## config.mk

```make
export PLATFORM = sky130hd
export DESIGN_NAME = key_matrix_press_timer_top_flat
export DESIGN_NICKNAME = d
export VERILOG_FILES = /design/src/hdl/kmpt_pkg.sv /design/src/hdl/kmpt_if.sv /design/src/hdl/key_matrix_press_timer_top.sv /design/src/hdl/kmpt_cell_update.sv /design/src/flat_wrapper.sv
export SDC_FILE = /design/constraint.sdc
export NUM_CORES = 2
export LEC_CHECK = 0
export BUFFER_PORTS_ARGS = -buffer_cell sky130_fd_sc_hd__buf_2
export CORE_ASPECT_RATIO = 1.1
export CORE_MARGIN = 2
export CORE_UTILIZATION = 35
export CTS_CLUSTER_SIZE = 14
export DETAILED_ROUTE_END_ITERATION = 6
export GPL_TIMING_DRIVEN = 0
export HOLD_SLACK_MARGIN = 0.15
export PLACE_DENSITY = 0.55
export SLEW_MARGIN = 15
export SYNTH_ARGS = -nofsm -noshare
export SYNTH_HDL_FRONTEND = slang
export SYNTH_SLANG_ARGS = --single-unit
```

## constraint.sdc

```tcl
create_clock -name clk -period 17.5 [get_ports clk]
set_clock_uncertainty 0.1 [all_clocks]
set_input_delay 0.875 -clock clk [delete_from_list [all_inputs] [get_ports clk]]
set_output_delay 0.875 -clock clk [all_outputs]
set_load 0.005 [all_outputs]
```

## src/hdl/kmpt_pkg.sv

```systemverilog
`timescale 1ns / 1ps

package kmpt_pkg;

	localparam int BOARD_SIZE = 8;
	localparam int CELLS      = BOARD_SIZE * BOARD_SIZE;
	localparam int CELL_W     = $clog2(CELLS);
	localparam int COORD_W    = $clog2(BOARD_SIZE);
	localparam int LINE_W     = 16;
	localparam int HALF       = 4;
	localparam int TIME_W     = 31;
	localparam int ELAPSED_W  = 32;
	localparam int CFG_W      = 16;
	localparam int REG_IDX_W  = 2;

	localparam logic [TIME_W-1:0] TIME_MAX = {TIME_W{1'b1}};

	localparam logic [REG_IDX_W-1:0] REG_PRESS_THRESHOLD = 2'd0;
	localparam logic [REG_IDX_W-1:0] REG_RELEASE_HOLD    = 2'd1;

	typedef enum logic [1:0] {
		ST_IDLE,
		ST_WALK,
		ST_DRAIN,
		ST_HOLD
	} state_t;

	// Settings that the cell updater needs for the whole frame.
	typedef struct packed {
		logic [CFG_W:0]         clamp;
		logic [ELAPSED_W-1:0]   elapsed;
	} upd_ctl_t;

	// Spreads the four serial words over the row-major cell vector.
	function automatic logic [CELLS-1:0] map_pressed(
		input logic [LINE_W-1:0] l0,
		input logic [LINE_W-1:0] l1,
		input logic [LINE_W-1:0] l2,
		input logic [LINE_W-1:0] l3
	);
		logic [CELLS-1:0] p;
		int r;
		int c;
		p = '0;
		for (int i = 0; i < LINE_W; i++) begin
			r = i / HALF;
			c = i % HALF;
			p[r * BOARD_SIZE + c]                                        = l0[i];
			p[r * BOARD_SIZE + c + HALF]                                 = l1[i];
			p[(BOARD_SIZE - 1 - r) * BOARD_SIZE + (HALF - 1 - c)]       = l2[i];
			p[(BOARD_SIZE - 1 - r) * BOARD_SIZE + (BOARD_SIZE - 1 - c)] = l3[i];
		end
		return p;
	endfunction

endpackage

```

## src/hdl/kmpt_if.sv

```systemverilog
`timescale 1ns / 1ps

interface kmpt_frame_if import kmpt_pkg::*; ();
	logic                 valid;
	logic                 ready;
	logic [LINE_W-1:0]    line0_bits;
	logic [LINE_W-1:0]    line1_bits;
	logic [LINE_W-1:0]    line2_bits;
	logic [LINE_W-1:0]    line3_bits;
	logic [ELAPSED_W-1:0] elapsed_ms;

	modport source (output valid, line0_bits, line1_bits, line2_bits, line3_bits, elapsed_ms,
		input ready);
	modport sink (input valid, line0_bits, line1_bits, line2_bits, line3_bits, elapsed_ms,
		output ready);
endinterface

interface kmpt_result_if import kmpt_pkg::*; ();
	logic               valid;
	logic               ready;
	logic               found;
	logic [COORD_W-1:0] best_row;
	logic [COORD_W-1:0] best_col;
	logic [TIME_W-1:0]  best_time;

	modport source (output valid, found, best_row, best_col, best_time, input ready);
	modport sink (input valid, found, best_row, best_col, best_time, output ready);
endinterface

```

## src/hdl/key_matrix_press_timer_top.sv

```systemverilog
`timescale 1ns / 1ps

// Press timer for an 8x8 key matrix. Each frame word holds the four serial data
// lines and the milliseconds since the previous frame; the block updates the
// press time of all 64 cells and returns one word with the longest-held cell
// whose time exceeds the press threshold. The 64 press times live in a
// single-port-write, registered-read memory and are walked by one shared cell
// updater, one cell per cycle; after acceptance the block reads all 64 cells,
// drains the pipeline, loads the output register and returns to idle, where
// the next frame can be accepted. The frame port is not ready while a walk is
// in progress, and a finished frame waits before the output load while an
// earlier result word is still held, which stretches the frame by that stall.
// Configuration registers (press threshold, release hold) are written through
// cfg_we, cfg_idx and cfg_data; a write to an unknown index is ignored.
module key_matrix_press_timer_top import kmpt_pkg::*; (
	input  logic                 clk,
	input  logic                 arst_n,
	input  logic                 cfg_we,
	input  logic [REG_IDX_W-1:0] cfg_idx,
	input  logic [CFG_W-1:0]     cfg_data,
	kmpt_frame_if.sink           frame,
	kmpt_result_if.source        result
);

	state_t state_q;
	state_t state_d;

	logic [CFG_W-1:0]     thr_q;
	logic [CFG_W-1:0]     hold_q;
	logic [CELLS-1:0]     pressed_q;
	logic [ELAPSED_W-1:0] elapsed_q;
	logic [CELL_W-1:0]    rd_k_q;
	logic [CELLS-1:0]     vld_q;
	logic [TIME_W-1:0]    mem [CELLS];

	logic                 v_s1;
	logic [CELL_W-1:0]    addr_s1;
	logic [TIME_W-1:0]    rdata_s1;

	logic [TIME_W-1:0]    best_q;
	logic [CELL_W-1:0]    best_k_q;
	logic                 found_q;

	logic                 out_valid_q;
	logic                 out_found_q;
	logic [CELL_W-1:0]    out_k_q;
	logic [TIME_W-1:0]    out_time_q;

	logic                 accept;
	logic                 load_out;
	logic                 walk_done;
	upd_ctl_t             ctl;
	logic [TIME_W-1:0]    time_old;
	logic [TIME_W-1:0]    time_new;
	logic                 better;

	assign accept    = frame.valid && frame.ready;
	assign walk_done = (rd_k_q == CELL_W'(CELLS - 1));

	// Next state.
	always_comb begin
		state_d = state_q;
		case (state_q)
			ST_IDLE: begin
				if (frame.valid) state_d = ST_WALK;
			end
			ST_WALK: begin
				if (walk_done) state_d = ST_DRAIN;
			end
			ST_DRAIN: begin
				state_d = ST_HOLD;
			end
			ST_HOLD: begin
				if (!out_valid_q || result.ready) state_d = ST_IDLE;
			end
			default: begin
				state_d = ST_IDLE;
			end
		endcase
	end

	// Outputs of the sequencer.
	always_comb begin
		frame.ready = 1'b0;
		load_out    = 1'b0;
		case (state_q)
			ST_IDLE: begin
				frame.ready = 1'b1;
			end
			ST_HOLD: begin
				load_out = !out_valid_q || result.ready;
			end
			default: begin
				frame.ready = 1'b0;
			end
		endcase
	end

	always_ff @(posedge clk or negedge arst_n) begin
		if (!arst_n) begin
			state_q <= ST_IDLE;
		end else begin
			state_q <= state_d;
		end
	end

	always_ff @(posedge clk or negedge arst_n) begin
		if (!arst_n) begin
			thr_q  <= CFG_W'(300);
			hold_q <= CFG_W'(200);
		end else if (cfg_we) begin
			if (cfg_idx == REG_PRESS_THRESHOLD) thr_q <= cfg_data;
			if (cfg_idx == REG_RELEASE_HOLD) hold_q <= cfg_data;
		end
	end

	always_ff @(posedge clk) begin
		if (accept) begin
			pressed_q <= map_pressed(frame.line0_bits, frame.line1_bits,
				frame.line2_bits, frame.line3_bits);
			elapsed_q <= frame.elapsed_ms;
		end
	end

	always_ff @(posedge clk or negedge arst_n) begin
		if (!arst_n) begin
			rd_k_q <= '0;
			v_s1   <= 1'b0;
		end else begin
			if (accept) begin
				rd_k_q <= '0;
			end else if (state_q == ST_WALK) begin
				rd_k_q <= rd_k_q + 1'b1;
			end
			v_s1 <= (state_q == ST_WALK);
		end
	end

	// Registered read of the next cell while the previous one is written back.
	always_ff @(posedge clk) begin
		addr_s1  <= rd_k_q;
		rdata_s1 <= mem[rd_k_q];
		if (v_s1) begin
			mem[addr_s1] <= time_new;
		end
	end

	// A cell that was never written reads as zero.
	always_ff @(posedge clk or negedge arst_n) begin
		if (!arst_n) begin
			vld_q <= '0;
		end else if (v_s1) begin
			vld_q[addr_s1] <= 1'b1;
		end
	end

	assign time_old = vld_q[addr_s1] ? rdata_s1 : '0;
	assign ctl      = {({1'b0, thr_q} + {1'b0, hold_q}), elapsed_q};

	kmpt_cell_update u_update (
		.ctl      (ctl),
		.pressed  (pressed_q[addr_s1]),
		.time_old (time_old),
		.time_new (time_new)
	);

	// Strictly greater keeps the earliest cell in row-major order on a tie.
	assign better = (time_new > {{(TIME_W-CFG_W){1'b0}}, thr_q}) && (time_new > best_q);

	always_ff @(posedge clk or negedge arst_n) begin
		if (!arst_n) begin
			best_q   <= '0;
			best_k_q <= '0;
			found_q  <= 1'b0;
		end else if (accept) begin
			best_q   <= '0;
			best_k_q <= '0;
			found_q  <= 1'b0;
		end else if (v_s1 && better) begin
			best_q   <= time_new;
			best_k_q <= addr_s1;
			found_q  <= 1'b1;
		end
	end

	always_ff @(posedge clk or negedge arst_n) begin
		if (!arst_n) begin
			out_valid_q <= 1'b0;
			out_found_q <= 1'b0;
			out_k_q     <= '0;
			out_time_q  <= '0;
		end else if (load_out) begin
			out_valid_q <= 1'b1;
			out_found_q <= found_q;
			out_k_q     <= best_k_q;
			out_time_q  <= best_q;
		end else if (result.ready) begin
			out_valid_q <= 1'b0;
		end
	end

	assign result.valid     = out_valid_q;
	assign result.found     = out_found_q;
	assign result.best_row  = out_k_q[CELL_W-1:COORD_W];
	assign result.best_col  = out_k_q[COORD_W-1:0];
	assign result.best_time = out_time_q;

	a_walk_counts: assert property (@(posedge clk) disable iff (!arst_n)
		(state_q == ST_WALK && !walk_done) |=> (rd_k_q == $past(rd_k_q) + 1'b1))
		else $error("cell counter skipped during walk");

	a_pipe_only_walk: assert property (@(posedge clk) disable iff (!arst_n)
		v_s1 |-> ($past(state_q) == ST_WALK))
		else $error("cell update outside of a walk");

	a_none_is_zero: assert property (@(posedge clk) disable iff (!arst_n)
		(result.valid && !result.found) |->
		(result.best_time == '0 && result.best_row == '0 && result.best_col == '0))
		else $error("result fields nonzero without a found cell");

	a_found_above_thr: assert property (@(posedge clk) disable iff (!arst_n)
		(result.valid && result.found) |->
		(result.best_time > {{(TIME_W-CFG_W){1'b0}}, thr_q}))
		else $error("reported time not above press threshold");

endmodule

```

## src/hdl/kmpt_cell_update.sv

```systemverilog
`timescale 1ns / 1ps

module kmpt_cell_update import kmpt_pkg::*; (
	input  upd_ctl_t          ctl,
	input  logic              pressed,
	input  logic [TIME_W-1:0] time_old,
	output logic [TIME_W-1:0] time_new
);

	logic [TIME_W+1:0] sum;
	logic [TIME_W-1:0] clamped;
	logic [TIME_W-1:0] clamp_ext;

	assign clamp_ext = {{(TIME_W-CFG_W-1){1'b0}}, ctl.clamp};
	assign sum       = {2'b00, time_old} + {1'b0, ctl.elapsed};
	assign clamped   = (time_old > clamp_ext) ? clamp_ext : time_old;

	// A released cell at zero fails the decrement test and stays zero.
	always_comb begin
		if (pressed) begin
			time_new = (sum > {2'b00, TIME_MAX}) ? TIME_MAX : sum[TIME_W-1:0];
		end else if (ctl.elapsed < {1'b0, clamped}) begin
			time_new = clamped - ctl.elapsed[TIME_W-1:0];
		end else begin
			time_new = '0;
		end
	end

endmodule
```

## src/flat_wrapper.sv

```systemverilog
// flat-port wrapper written by rule: the top's interface ports become plain ports
module key_matrix_press_timer_top_flat import kmpt_pkg::*;
  (clk, arst_n, cfg_we, cfg_idx, cfg_data, frame_valid, frame_line0_bits, frame_line1_bits, frame_line2_bits, frame_line3_bits, frame_elapsed_ms, frame_ready, result_valid, result_found, result_best_row, result_best_col, result_best_time, result_ready);
  kmpt_frame_if frame_i ();
  kmpt_result_if result_i ();
  input  logic clk;
  input  logic arst_n;
  input  logic cfg_we;
  input  logic [REG_IDX_W-1:0] cfg_idx;
  input  logic [CFG_W-1:0] cfg_data;
  input wire logic [$bits(frame_i.valid)-1:0] frame_valid;
  input wire logic [$bits(frame_i.line0_bits)-1:0] frame_line0_bits;
  input wire logic [$bits(frame_i.line1_bits)-1:0] frame_line1_bits;
  input wire logic [$bits(frame_i.line2_bits)-1:0] frame_line2_bits;
  input wire logic [$bits(frame_i.line3_bits)-1:0] frame_line3_bits;
  input wire logic [$bits(frame_i.elapsed_ms)-1:0] frame_elapsed_ms;
  output wire logic [$bits(frame_i.ready)-1:0] frame_ready;
  output wire logic [$bits(result_i.valid)-1:0] result_valid;
  output wire logic [$bits(result_i.found)-1:0] result_found;
  output wire logic [$bits(result_i.best_row)-1:0] result_best_row;
  output wire logic [$bits(result_i.best_col)-1:0] result_best_col;
  output wire logic [$bits(result_i.best_time)-1:0] result_best_time;
  input wire logic [$bits(result_i.ready)-1:0] result_ready;
  assign frame_i.valid = frame_valid;
  assign frame_i.line0_bits = frame_line0_bits;
  assign frame_i.line1_bits = frame_line1_bits;
  assign frame_i.line2_bits = frame_line2_bits;
  assign frame_i.line3_bits = frame_line3_bits;
  assign frame_i.elapsed_ms = frame_elapsed_ms;
  assign frame_ready = frame_i.ready;
  assign result_valid = result_i.valid;
  assign result_found = result_i.found;
  assign result_best_row = result_i.best_row;
  assign result_best_col = result_i.best_col;
  assign result_best_time = result_i.best_time;
  assign result_i.ready = result_ready;
  key_matrix_press_timer_top u_core (.clk(clk), .arst_n(arst_n), .cfg_we(cfg_we), .cfg_idx(cfg_idx), .cfg_data(cfg_data), .frame(frame_i), .result(result_i));
endmodule
```

==> run summary <==
Clock buffer depth = 3
Die outline width = 498 µm
Unrepaired setup endpoints after global routing = false
Final Wtd Congestion = 0.882
All-Layer GR Usage = 20.3%
Placed Cells = 8623
Via-to-Cell Ratio = 5.48
DR DRC count = 0
P&R area growth vs syn = 19.3%
Synthesis Warnings = 0
Starting Density = 35.2%
Register area share after synthesis = 72.0%
Post-Syn Instances = 4758
Hold Crit Class = flop to flop
WP data arrival = 16850 ps
Non-filler cells, final = 9162
# IOs = 159
Number of flops mapped to enable cells by yosys = 2080
Top_reg_cell synth = edfxtp_1
Fin. Hold Viols = 0
Vias in the first global route = 50809
Via count = 50177
Core ar. = 0.267 mm²
Ratio of cells with drive above 1 in the final layout = 28.0%
Initial DRC Count = 5556
Worst slew pin tran = 1320 ps
Min Clock Period, post-route = 16160 ps
Pre-antenna DRT Iters = 6
# resized after CTS = 0
Clock Pin Slew Worst Setup and Hold Paths = 70 ps
Per-cell routed wire length = 30.5 µm
Worst Setup Path Type = flop to flop
Max Cap Violations = 0
Clk sinks = 2299
Crit path max fanout = 11
Status = finished clean
Root Buffer = clkbuf_16
Initial antenna violation count = 30
Setup TNS = 0 ps
Buf+Inv Stages, Crit Path = 11
Grt ovf = 0
Synth async-reset ratio = 7.92%
Final ANT Viol Nets = 0
Max Clk Rate = 61.9 MHz
Row count = 199
CP delay by family, top = compound AO/OA/AOI/OAI gates
Worst EP required = 18190 ps
Fill count = 23392
Commonest non-fill, non-tap cell in the layout = edfxtp_1
Design area = 0.112 mm²
Die Area = 0.273 mm²
Pin count of the biggest net entering global routing = 99
Period utilization = 92.3%
TritonCTS clock tree = built
Startpoint Class = flop
Setup-failing EPs final = 0
Crit end category = flop
Max_slew headroom = 11.1%
Cell taking the most area after synthesis = edfxtp_1
Clock buffer count from CTS = 223
Avg Inst Size Synth = 19.8 µm²
Most frequent cells in the layout = edfxtp_1, mux4_2, clkbuf_16, nand2_1, clkbuf_1
Port bufs = 158
Final Max Tran Viols = 0
Worst path slowest cell = a311oi_1
Top-area cell type share of the netlist area = 66.4%
Synth top area cells = edfxtp_1, mux4_2, dfrtp_1
Placement Cell Area = 0.104 mm²
Slowest cell delay on critical path = 1170 ps
DRT Wirelength = 280000 µm
Yosys reg bits = 2299
Final net count = 5743
Clk Latency, worst-skew pair = 910 ps
Detailed-placement wirelength estimate = 200000 µm
CTS H-Tree Depth = 4
Area of the mapped netlist = 0.0941 mm²
First-pass GRT wire length = 391000 µm
Distinct cells, synth = 85
Die Height = 548 µm
CP most frequent cell = o21ai_0
==> kinds of logic (layout without fill, tap and decap cells) <==
group | count (synthesis) | count (layout) | synth area share [%]
adders and majority gates | 179 | 179 | 2.40
AOI/OAI and AO/OA | 461 | 461 | 3.14
xor gates and xnor gates | 61 | 61 | 0.568
DFF | 2299 | 2299 | 72.0
and+or+nand+nor | 630 | 630 | 3.24
buffers and inverters | 355 | 1206 | 1.50
other | 2 | 38 | 0.00798
muxes | 771 | 771 | 17.1
==> synth_stat cells (all sizes together) (5+ instances only) <==
cell type and count:
or3 10, inv 133, xnor2 37, a221oi 12, o211ai 12, o31ai 7
or2 70, a21oi 108, o2111ai 7, mux2i 52, a211oi 18, o21bai 8
buf 67, dfxtp 37, dfrtp 175, edfxtp 2080, nand2b 15, nor4 14
a2111oi 7, and3 13, a31oi 14, dfstp 7, ha 176, o21ai 143
o31a 6, mux2 51, a21boi 8, nor3 23, clkbuf 153, nand4 30
nand2 203, o22ai 7, nand3 27, o21a 27, and2 32, xor2 24
nand3b 7, nor2b 25, mux4 668, nor2 148, a21o 31, o221ai 8
or4 5
==> worst paths after layout <==
check | start | endpoint | slack [ps] | cells after the start
max | u_core.addr_s1[2]$_DFF_P_ | u_core.found_q$_DFFE_PN0P_ | 1340 | 45
min | u_core.rd_k_q[5]$_DFFE_PN0P_ | u_core.addr_s1[5]$_DFF_P_ | 240 | 0
max reg2reg | u_core.addr_s1[2]$_DFF_P_ | u_core.found_q$_DFFE_PN0P_ | 1340 | 45
min reg2reg | u_core.rd_k_q[5]$_DFFE_PN0P_ | u_core.addr_s1[5]$_DFF_P_ | 240 | 0
max in group asynchronous | arst_n | u_core.vld_q[42]$_DFFE_PN0P_ | 15740 | 3
min in group asynchronous | arst_n | u_core.result.best_time[5]$_DFFE_PN0P_ | 440 | 2
==> metrics by stage <==
stage / setup WS (ps) / hold WS (ps) / utilization [%]
final: 1340 / 242 / 42.0
after global routing: 1100 / 240 / 42.0
after CTS: 1470 / 193 / 42.0
after detailed placement: 1490 / 257 / 38.9
after global placement: -5100 / 258 / 37.2
after floorplan: 4700 / 245 / -
==> state kept, by name, summed over array words and instances, names as in the netlist, 2 cells and up <==
register	flops
u_core.mem	1984
u_core.result.best_time	31
u_core.best_q	31
u_core.rd_k_q	6
u_core.pressed_q	64
u_core.state_q	2
u_core.hold_q	16
u_core.elapsed_q	32
u_core.best_k_q	6
u_core.thr_q	16
u_core.addr_s1	6
u_core.rdata_s1	31
u_core.vld_q	64
u_core.out_k_q	6
==> layer usage <==
| layer | wire (µm) | global-route usage, % | share of wire [%] | vias up |
|---|---|---|---|---|
| li1 | - | - | - | 20865 |
| met4 | 12700 | 8.57 | 4.5 | 8 |
| met2 | 136000 | 33.5 | 49 | 1883 |
| met5 | 53 | 0 | 0.019 | - |
| met3 | 17300 | 2.90 | 6.2 | 424 |
| met1 | 114000 | 26.9 | 41 | 26997 |
==> cell type report <==
cell class,count,area [µm²],share of cell area [%]
inverters,135,514,0.458
clock inverters,118,1070,0.957
multi-input cells,2129,25900,23.0
well taps,3517,4400,3.92
flip-flops and latches,2299,67800,60.4
clock buffers,296,6030,5.37
diodes,11,27.5,0.0245
plain buffers,220,938,0.836
repair buffers,437,5640,5.02
==> what timing repair did <==
item | in CTS | in global routing
hold buffers | 113 | 0
buffers inserted | 0 | 0
hold endpoints to repair | 209 | 0
endpoints found under the setup margin | 0 | 0
Power is not shown: default switching activity piles up to over one toggle a cycle in this logic, so the estimate is an artifact.
